--- config.mk ---
export PLATFORM = sky130hd
export DESIGN_NAME = lru_key_value_cache
export DESIGN_NICKNAME = d
export VERILOG_FILES = /design/src/lkv_pkg.sv /design/src/lkv_cell.sv /design/src/lru_key_value_cache.sv
export SDC_FILE = /design/constraint.sdc
export NUM_CORES = 1
export LEC_CHECK = 0
export BUFFER_PORTS_ARGS = -buffer_cell sky130_fd_sc_hd__clkbuf_2
export CORE_ASPECT_RATIO = 1.1
export CORE_MARGIN = 3
export CORE_UTILIZATION = 42
export CTS_CLUSTER_SIZE = 20
export DETAILED_ROUTE_END_ITERATION = 10
export PLACE_DENSITY = 0.59
export SETUP_SLACK_MARGIN = 0.3
export SLEW_MARGIN = 20
export SYNTH_ARGS = -nofsm -noshare
export SYNTH_HDL_FRONTEND = slang
export SYNTH_SLANG_ARGS = --single-unit
--- constraint.sdc ---
create_clock -name clk -period 6.85 [get_ports clk]
set_clock_uncertainty 0.05 [all_clocks]
set_input_delay 0.3425 -clock clk [delete_from_list [all_inputs] [get_ports clk]]
set_output_delay 0.3425 -clock clk [all_outputs]
set_load 0.02 [all_outputs]
--- src/lkv_pkg.sv ---
// shared constants and types for the lru key-value cache
package lkv_pkg;

	localparam int CAPACITY_MAX_DEF = 16;
	localparam int KEY_W = 32;
	localparam int VALUE_W = 32;
	localparam int CAP_W = 5;
	localparam logic [CAP_W-1:0] CAPACITY_RESET = 5'd16;
	localparam logic [VALUE_W-1:0] MISS_VALUE = '1;
	localparam logic [VALUE_W-1:0] SET_VALUE = '0;
	localparam logic FUNC_GET = 1'b0;
	localparam logic FUNC_SET = 1'b1;

	typedef struct packed {
		logic commit;
		logic hit;
		logic set;
		logic full;
	} lkv_cmd_t;

endpackage

--- src/lkv_cell.sv ---
// one recency-ordered entry of the cache, shifts from its more recent neighbor
module lkv_cell (
	input  logic                        clk,
	input  logic                        arst_n,
	input  lkv_pkg::lkv_cmd_t           cmd,
	input  logic                        lookup,
	input  logic [lkv_pkg::KEY_W-1:0]   lookup_key,
	input  logic [lkv_pkg::KEY_W-1:0]   prev_key,
	input  logic [lkv_pkg::VALUE_W-1:0] prev_value,
	input  logic                        prev_valid,
	input  logic                        tail_match,
	input  logic [lkv_pkg::VALUE_W-1:0] tail_sel,
	output logic [lkv_pkg::KEY_W-1:0]   entry_key,
	output logic [lkv_pkg::VALUE_W-1:0] entry_value,
	output logic                        entry_valid,
	output logic                        chain_match,
	output logic [lkv_pkg::VALUE_W-1:0] chain_sel
);
	import lkv_pkg::*;

	logic [KEY_W-1:0]   key_q;
	logic [VALUE_W-1:0] value_q;
	logic               valid_q;
	logic               match_q;
	logic               load;

	assign chain_match = tail_match | match_q;
	assign chain_sel   = tail_sel | (match_q ? value_q : '0);

	// hit: every entry at or above the match moves down one place
	// miss on set: the valid run moves down, the last one drops off when full
	assign load = cmd.commit & (cmd.hit ? chain_match
		: (cmd.set & (cmd.full ? valid_q : prev_valid)));

	always_ff @(posedge clk or negedge arst_n) begin
		if (!arst_n) begin
			valid_q <= 1'b0;
			match_q <= 1'b0;
		end else begin
			if (lookup) begin
				match_q <= valid_q && (key_q == lookup_key);
			end
			if (load) begin
				valid_q <= prev_valid;
			end
		end
	end

	always_ff @(posedge clk) begin
		if (load) begin
			key_q   <= prev_key;
			value_q <= prev_value;
		end
	end

	assign entry_key   = key_q;
	assign entry_value = value_q;
	assign entry_valid = valid_q;

endmodule

--- src/lru_key_value_cache.sv ---
// top level of the lru key-value cache: control, head entry and the row of cells
//
// channel   direction  handshake            payload
// in        receive    in_valid / in_stall  func, key, value
// out       send       out_valid / out_stall hit, read_value, evicted
// cfg       receive    cfg_write            cfg_data (capacity)
//
// per transaction: the key is compared in every cell at accept; at commit, in
// the match state, the row shifts and the result is registered
// a waiting result holds the shift back while out_stall is high; no new
// transaction is accepted until the shift is done
// reset clears valid bits, occupancy, state and output valid; keys and values
// are kept; capacity resets to 16
module lru_key_value_cache #(
	parameter int CAPACITY_MAX = lkv_pkg::CAPACITY_MAX_DEF
) (
	input  logic                        clk,
	input  logic                        arst_n,
	input  logic                        in_valid,
	output logic                        in_stall,
	input  logic                        func,
	input  logic [lkv_pkg::KEY_W-1:0]   key,
	input  logic [lkv_pkg::VALUE_W-1:0] value,
	output logic                        out_valid,
	input  logic                        out_stall,
	output logic                        hit,
	output logic [lkv_pkg::VALUE_W-1:0] read_value,
	output logic                        evicted,
	input  logic                        cfg_write,
	input  logic [lkv_pkg::CAP_W-1:0]   cfg_data
);
	import lkv_pkg::*;

	localparam int CW = $clog2(CAPACITY_MAX + 1);
	localparam int EW = (CW > CAP_W) ? CW : CAP_W;
	localparam logic ST_IDLE  = 1'b0;
	localparam logic ST_MATCH = 1'b1;

	logic                state_q;
	logic [CAP_W-1:0]    cap_q;
	logic [CW-1:0]       occ_q;
	logic                func_q;
	logic [KEY_W-1:0]    key_q;
	logic [VALUE_W-1:0]  value_q;
	logic                out_valid_q;
	logic                hit_q;
	logic [VALUE_W-1:0]  read_value_q;
	logic                evicted_q;

	logic                accept;
	logic                commit;
	logic [EW-1:0]       eff_cap;
	logic                full;
	logic                hit_d;
	lkv_cmd_t            cmd;

	logic [KEY_W-1:0]    link_key   [CAPACITY_MAX+1];
	logic [VALUE_W-1:0]  link_value [CAPACITY_MAX+1];
	logic                link_valid [CAPACITY_MAX+1];
	logic                tail_match [CAPACITY_MAX+1];
	logic [VALUE_W-1:0]  tail_sel   [CAPACITY_MAX+1];
	logic [CAPACITY_MAX-1:0] valid_vec;

	assign accept   = in_valid && !in_stall;
	assign in_stall = (state_q == ST_MATCH);
	assign commit   = (state_q == ST_MATCH) && (!out_valid_q || !out_stall);

	always_comb begin
		if (cap_q == '0) begin
			eff_cap = EW'(1);
		end else if (EW'(cap_q) > EW'(CAPACITY_MAX)) begin
			eff_cap = EW'(CAPACITY_MAX);
		end else begin
			eff_cap = EW'(cap_q);
		end
	end

	assign full  = (EW'(occ_q) >= eff_cap) && (occ_q != '0);
	assign hit_d = tail_match[0];

	assign cmd.commit = commit;
	assign cmd.hit    = hit_d;
	assign cmd.set    = (func_q == FUNC_SET);
	assign cmd.full   = full;

	// head of the row: the transaction's own entry becomes most recent
	assign link_key[0]   = key_q;
	assign link_value[0] = (func_q == FUNC_SET) ? value_q : tail_sel[0];
	assign link_valid[0] = 1'b1;
	assign tail_match[CAPACITY_MAX] = 1'b0;
	assign tail_sel[CAPACITY_MAX]   = '0;

	for (genvar i = 0; i < CAPACITY_MAX; i++) begin : g_cell
		lkv_cell u_cell (
			.clk         (clk),
			.arst_n      (arst_n),
			.cmd         (cmd),
			.lookup      (accept),
			.lookup_key  (key),
			.prev_key    (link_key[i]),
			.prev_value  (link_value[i]),
			.prev_valid  (link_valid[i]),
			.tail_match  (tail_match[i+1]),
			.tail_sel    (tail_sel[i+1]),
			.entry_key   (link_key[i+1]),
			.entry_value (link_value[i+1]),
			.entry_valid (link_valid[i+1]),
			.chain_match (tail_match[i]),
			.chain_sel   (tail_sel[i])
		);
		assign valid_vec[i] = link_valid[i+1];
	end

	always_ff @(posedge clk or negedge arst_n) begin
		if (!arst_n) begin
			state_q     <= ST_IDLE;
			cap_q       <= CAPACITY_RESET;
			occ_q       <= '0;
			out_valid_q <= 1'b0;
		end else begin
			if (cfg_write) begin
				cap_q <= cfg_data;
			end
			unique case (state_q)
				ST_IDLE: begin
					if (accept) begin
						state_q <= ST_MATCH;
					end
				end
				ST_MATCH: begin
					if (commit) begin
						state_q <= ST_IDLE;
					end
				end
				default: begin
					state_q <= ST_IDLE;
				end
			endcase
			if (commit && (func_q == FUNC_SET) && !hit_d && !full) begin
				occ_q <= occ_q + CW'(1);
			end
			if (commit) begin
				out_valid_q <= 1'b1;
			end else if (!out_stall) begin
				out_valid_q <= 1'b0;
			end
		end
	end

	always_ff @(posedge clk) begin
		if (accept) begin
			func_q  <= func;
			key_q   <= key;
			value_q <= value;
		end
		if (commit) begin
			hit_q     <= hit_d;
			evicted_q <= (func_q == FUNC_SET) && !hit_d && full;
			if (func_q == FUNC_SET) begin
				read_value_q <= SET_VALUE;
			end else if (hit_d) begin
				read_value_q <= tail_sel[0];
			end else begin
				read_value_q <= MISS_VALUE;
			end
		end
	end

	assign out_valid  = out_valid_q;
	assign hit        = hit_q;
	assign read_value = read_value_q;
	assign evicted    = evicted_q;

	// valid entries always form a run from the most recent cell
	a_valid_prefix: assert property (@(posedge clk) disable iff (!arst_n)
		(valid_vec & (valid_vec + CAPACITY_MAX'(1))) == '0)
		else $error("valid entries not contiguous");

	a_occ_count: assert property (@(posedge clk) disable iff (!arst_n)
		$countones(valid_vec) == 32'(occ_q))
		else $error("occupancy does not match valid entries");

	a_commit_out: assert property (@(posedge clk) disable iff (!arst_n)
		commit |=> out_valid && (state_q == ST_IDLE))
		else $error("commit did not present a result");

	a_get_miss: assert property (@(posedge clk) disable iff (!arst_n)
		(commit && (func_q == FUNC_GET) && !hit_d) |=> (read_value == MISS_VALUE) && !evicted)
		else $error("get miss result wrong");

endmodule

==> summary.txt, run 1 <==
Cells and area
  • Layout cells sized above 1: about an eighth
  • Synth-to-layout area growth: 14.8%
  • # nets final: just under 3000
  • ANT cells: 0

Yosys
  • Post-Syn Area: 0.0455 mm^2
  • Most common flop cell mapped by yosys: edfxtp_1
  • Sequential area share after synthesis: between 70% and 80%
  • Synth cell types: 56
  • Asr flop ratio synth: around 3.8%
  • Yosys top cell area share: between 70% and 80%
  • YS warnings: 0
  • Synth Instances: around 2700
  • Synth top cells by count: edfxtp_1, xor2_1, xnor2_1, a22oi_1, clkbuf_1
  • Post-synth EDFFs: 1123
  • Yosys top cell by area: edfxtp_1
  • Top post-synthesis cells by area: edfxtp_1, xor2_1, xnor2_1, dfrtp_1, a22oi_1
  • Most common cell in the netlist: edfxtp_1
  • #FFs+latches synth: 1167
  • Syn_area_per_cell: 17.2 um^2
  • Net Count, Synth: about 2700

Pwr
  • Lkg Pwr: about 17 nW
  • Max IR drop VDD: 236 uV
  • Power per standard cell area: 319 mW/mm^2

Detailed routing
  • Via density: 5.81
  • Initial drt markers: roughly 2800
  • DR vias: approximately 25000
  • Wirelength per Cell: approximately 30 um
  • Drt total wl: between 100000 and 150000 um
  • Drt drc: 0
  • DR pass1 iterations: 5
  • Post-route ant nets: 0

Status
  • Status: complete, no violations

STA
  • Setup_tns: 0 ps
  • Fin. Hold Viols: 0
  • Fmax: 221 MHz
  • Final setup violation count: 0
  • Max_slew headroom: between 20 and 25%
  • Slew Viols, Final: 0
  • Worst-Margin Slew: 1130 ps
  • RSZ-0062 raised after global routing: false
  • Final worst slack: 2330 ps
  • Min Clock Period, post-route: 4520 ps
  • Crit share post-route: 66.0%

Place
  • Worst slack, placed: between 2000 and 2500 ps
  • PortBufs: 110
  • Final HPWL DP: ~79000 um
  • Routability cong.: 0.835

Clock tree
  • Cts bufs inserted: 114
  • CTS tree: done
  • H-tree Lvls: 3
  • Worst skew pair latency: 710 ps
  • Clock sinks: approximately 1200
  • CTS resizes: 0
  • Max clock buf depth: 3
  • CTS clock-pin slew for the worst setup and hold paths: about 60 ps
  • Setup bufs post-CTS: 0
  • Hold-fix buffers at CTS: between 40 and 50
  • Clock tree root buffer cell: clkbuf_16

Worst hold path
  • Hold Startpoint: key[11]
  • Worst Hold Class: input pin to register
  • Hold depth: 1
  • Hold Path End: key_q[11]$_DFFE_PP_

Worst setup path
  • Worst Path Required: 7110 ps
  • Kind of critical path: register to register
  • CP Launch Type: register
  • CP max FO: 49
  • FF-to-FF End: g_cell[8].u_cell.entry_value[22]$_DFFE_PP_
  • R2R Setup Slk: 2330 ps
  • FF-to-FF path depth: 6
  • Crit path capture type: register
  • R2r startpoint: g_cell[13].u_cell.match_q$_DFFE_PN0P_
  • Crit path DAT: 4780 ps

GRT
  • Largest net degree at the start of global routing: 65
  • Vias in the first global route: 26000
  • Global-route wire length before repair: 187000 um
  • Initial antenna violation count: 0
  • All-Layer GR Usage: 23.0%
  • Congestion Overflow GR: 0

Die
  • # IOs: 111
  • Rows: 126
  • Core Area: 0.107 mm^2
  • Die area: 0.112 mm^2
  • Initial Utilization: 42.4%
  • Die Wd: roughly 320 um
  • Die H: 351 um

Flow run
  • Max_cap viols: 0
[placed cells by master, fill, tap and decap left out, drive strengths merged, types with 45 or more instances in the layout]
| cell type | synthesis | final |
|---|---|---|
| edfxtp | 1123 | 1123 |
| xor2 | 368 | 368 |
| clkbuf | 108 | 254 |
| xnor2 | 148 | 148 |
| a22oi | 128 | 128 |
| nor4 | 99 | 99 |
| a22o | 80 | 80 |
| nand3 | 75 | 75 |
| nand4 | 66 | 66 |
| a221oi | 64 | 64 |
| buf | 44 | 57 |
| clkinv | 2 | 52 |
| nor2 | 50 | 50 |
| dlygate4sd3 | 0 | 46 |
| mux2i | 45 | 45 |
[metrics by stage]
step	cell area [um^2]	power, mW	hold slack [ps]	cells	util, %
4_1_cts	52100	16.8	34.5	4332	48.6
3_3_place_gp	47900	10.4	351	4070	44.6
6_report	52200	16.7	73.2	4335	48.6
2_1_floorplan	45500	9.80	-3.09	2652	-
3_5_place_dp	47900	10.4	355	4072	44.6
5_1_grt	52200	17.2	47.0	4335	48.6
[layer usage]
metal  GRT usage, %  up-vias  part of all wire (%)
li1               -    10600                     -
met1           28.9    12900                    38
met2           40.2     1303                    51
met3           3.56      308                   7.2
met4           8.70        0                   3.8
met5              0        -                     0
[area by class of cell]
cell class,count,area (um^2)
fill,8968,55100
sequential,1167,34800
multi-input combinational,1293,10100
clock buffer,144,3040
tap,1408,1760
timing repair buffer,213,1590
clock inverter,70,729
inverter,40,153
[report_power, final]
part           switching [mW]  leakage, nW  internal, mW
logic                   0.923         4.75         0.416
clock network            2.73         1.83          3.60
registers               0.400         10.8          8.59
[registers in the layout, indices dropped and copies added, names as in the netlist]
| register | cells |
|---|---|
| occ_q | 5 |
| g_cell.u_cell.match_q | 16 |
| g_cell.u_cell.entry_value | 512 |
| g_cell.u_cell.entry_valid | 16 |
| cap_q | 5 |
| func_q | 1 |
| out_valid | 1 |
| g_cell.u_cell.entry_key | 512 |
| value_q | 32 |
| key_q | 32 |
| in_stall | 1 |
| evicted | 1 |
| read_value | 32 |
| hit | 1 |
[worst max-delay path, cell delays in order, from the launching register on]
cell	delay, ps
dfrtp_2	790
nor3_2	570
nand4b_4	240
or2_4	310
or4_4	740
o22ai_4	600
buf_4	690
[how the worst max path moves through the flow]
stage / start / endpoint / slack [ps] / cells after the start
global route: cap_q[2]$_DFFE_PN0P_ / g_cell[10].u_cell.entry_value[17]$_DFFE_PP_ / 2200 / 12
detailed placement: g_cell[13].u_cell.match_q$_DFFE_PN0P_ / g_cell[8].u_cell.entry_key[19]$_DFFE_PP_ / 2370 / 6
global placement: g_cell[13].u_cell.match_q$_DFFE_PN0P_ / g_cell[8].u_cell.entry_key[31]$_DFFE_PP_ / 2420 / 6
finish: g_cell[13].u_cell.match_q$_DFFE_PN0P_ / g_cell[8].u_cell.entry_value[22]$_DFFE_PP_ / 2330 / 6
floorplan: g_cell[4].u_cell.match_q$_DFFE_PN0P_ / g_cell[13].u_cell.entry_key[0]$_DFFE_PP_ / 1140 / 6
CTS: g_cell[13].u_cell.match_q$_DFFE_PN0P_ / g_cell[8].u_cell.entry_key[8]$_DFFE_PP_ / 2340 / 6
[cell families (layout without fill, tap and decap cells)]
kind of cell	after synthesis	in the layout	share of synthesized area [%]
adder cells (fa/ha/maj)	7	7	0.192
multiplexers	51	51	1.14
AO/OA/AOI/OAI	361	361	6.12
flip-flops	1167	1167	76.5
XOR/XNOR	516	516	9.93
AND/OR/NAND/NOR	358	358	4.41
buffers and inverters	192	467	1.66
No activity file was read; power rests on OpenSTA's default activity.
==> inputs of run 2 (changes only) <==
==> constraint.sdc (replaced) <==
create_clock -name clk -period 4.3 [get_ports clk]
set_clock_uncertainty 0.05 [all_clocks]
set_input_delay 0.215 -clock clk [delete_from_list [all_inputs] [get_ports clk]]
set_output_delay 0.215 -clock clk [all_outputs]
set_load 0.02 [all_outputs]
==> summary.txt, run 2 (synthesis gave the netlist of run 1 again) <==
Cells and area
  • Layout cells sized above 1: 14.0%
  • Commonest cells after routing, fill and taps aside: edfxtp_1, xor2_1, xnor2_1, a22oi_1, clkbuf_16
  • Filler-free cell count of the finished design: 4373
  • Commonest non-fill, non-tap cell in the layout: edfxtp_1
  • Finished Cell Area: 0.0525 mm^2
  • Synth-to-layout area growth: 15.4%
  • # nets final: just under 3000
  • Fillers: roughly 8900

Die
  • Die Wd: 320 um
  • Rows: about 130
  • Core Area: 0.107 mm^2
  • Die H: 351 um
  • Die area: ~0.11 mm^2
  • # IOs: 111
  • Initial Utilization: about 42%

Clock tree
  • Clock sinks: 1167
  • Clock tree root buffer cell: clkbuf_16
  • CTS tree: done
  • Hold-fix buffers at CTS: 51
  • H-tree Lvls: 3
  • Cts bufs inserted: 117
  • Worst skew pair latency: 720 ps
  • CTS resizes: 0
  • Max clock buf depth: 3
  • Setup bufs post-CTS: 0
  • CTS clock-pin slew for the worst setup and hold paths: 60 ps

Flow run
  • Max_cap viols: 0

Detailed routing
  • DR vias: 25600
  • Drt total wl: 132000 um
  • DR pass1 iterations: 6
  • Via density: 5.86
  • Drt drc: 0
  • Post-route ant nets: 0
  • Initial drt markers: 2915
  • Wirelength per Cell: 30.2 um

Place
  • Worst slack, placed: 943 ps
  • Inst Count DP: 4100
  • PortBufs: 110
  • Area post-placement: 0.0481 mm^2
  • Final HPWL DP: 82700 um
  • Routability cong.: 0.879

GRT
  • All-Layer GR Usage: roughly a quarter
  • Vias in the first global route: 26500
  • Largest net degree at the start of global routing: 65
  • Global-route wire length before repair: 190000 um
  • Initial antenna violation count: 1
  • Congestion Overflow GR: 0

Pwr
  • Max IR drop VDD: 354 uV
  • Power per standard cell area: 511 mW/mm^2
  • Lkg Pwr: 17.6 nW

STA
  • Final hold slack: 54.3 ps
  • Max_slew headroom: 31.4%
  • Setup_tns: 0 ps
  • Min Clock Period, post-route: 3400 ps
  • Final worst slack: between 900 and 1000 ps
  • RSZ-0062 raised after global routing: false
  • Crit share post-route: 79.0%
  • Fin. Hold Viols: 0
  • Slew Viols, Final: 0
  • Worst-Margin Slew: 1020 ps
  • Fmax: 294 MHz
  • Final setup violation count: 0

Worst setup path
  • FF-to-FF path depth: 10
  • CP Launch Type: register
  • CP max FO: 32
  • Crit path capture type: register
  • R2r startpoint: occ_q[0]$_DFFE_PN0P_
  • R2R Setup Slk: roughly 900 ps
  • Crit path DAT: 3670 ps
  • FF-to-FF End: g_cell[10].u_cell.entry_value[25]$_DFFE_PP_
  • Worst Path Required: 4570 ps
  • Kind of critical path: register to register

Worst hold path
  • Hold Path End: key_q[15]$_DFFE_PP_
  • Hold depth: 1
  • Hold Startpoint: key[15]
  • Worst Hold Class: input pin to register

Status
  • Status: complete, no violations
[run 2: cell type report]
type	count	area (um^2)	area share (%)
flip-flops and latches	1167	34800	66.4
repair buffers	243	1730	3.29
diodes	1	2.50	0.00477
inverters	40	153	0.291
multi-input cells	1293	10100	19.3
well taps	1408	1760	3.36
clock buffers	139	3010	5.74
clock inverters	82	872	1.66
[run 2: power by group]
group / switching (mW) / leakage, nW / internal, mW
combinational: 1.50 / 4.87 / 0.648
sequential: 0.637 / 10.8 / 13.7
clock: 4.48 / 1.86 / 5.87
total: 6.62 / 17.6 / 20.2
[run 2: layer usage]
layer	GRT usage, %	share of wire, %
met1	30.3	40
met2	39.0	48
met3	3.97	7.7
met4	9.66	4.2
met5	0	0
[run 2: through the flow]
| step | utilization, % | power, mW |
|---|---|---|
| 5_1_grt | 48.9 | 27.7 |
| 6_report | 48.9 | 26.8 |
| 3_3_place_gp | 44.8 | 16.6 |
| 2_1_floorplan | - | 15.6 |
| 3_5_place_dp | 44.8 | 16.7 |
| 4_1_cts | 48.9 | 27.0 |
[run 2: worst max-delay path by stage]
stage                                         start                                           to  slack, ps  cells after the start
2_1_floorplan  g_cell[4].u_cell.match_q$_DFFE_PN0P_     g_cell[13].u_cell.entry_key[0]$_DFFE_PP_        100                      6
3_3_place_gp                   cap_q[2]$_DFFE_PN0P_  g_cell[10].u_cell.entry_value[18]$_DFFE_PP_        880                     12
3_5_place_dp                   occ_q[0]$_DFFE_PN0P_  g_cell[10].u_cell.entry_value[23]$_DFFE_PP_        940                     10
4_1_cts                        occ_q[0]$_DFFE_PN0P_  g_cell[10].u_cell.entry_value[19]$_DFFE_PP_        930                     10
5_1_grt                        cap_q[2]$_DFFE_PN0P_  g_cell[10].u_cell.entry_value[25]$_DFFE_PP_        740                     12
6_report                       occ_q[0]$_DFFE_PN0P_  g_cell[10].u_cell.entry_value[25]$_DFFE_PP_        900                     10
[run 2: worst max-delay path, stage by stage (launching register included)]
cell and delay (ps):
dfrtp_1 390, inv_1 110, ha_1 160, or4b_1 500, o21a_1 150, a41oi_2 190, buf_4 360, mux2_2 220
nand2_1 80, a21oi_4 170, buf_4 570
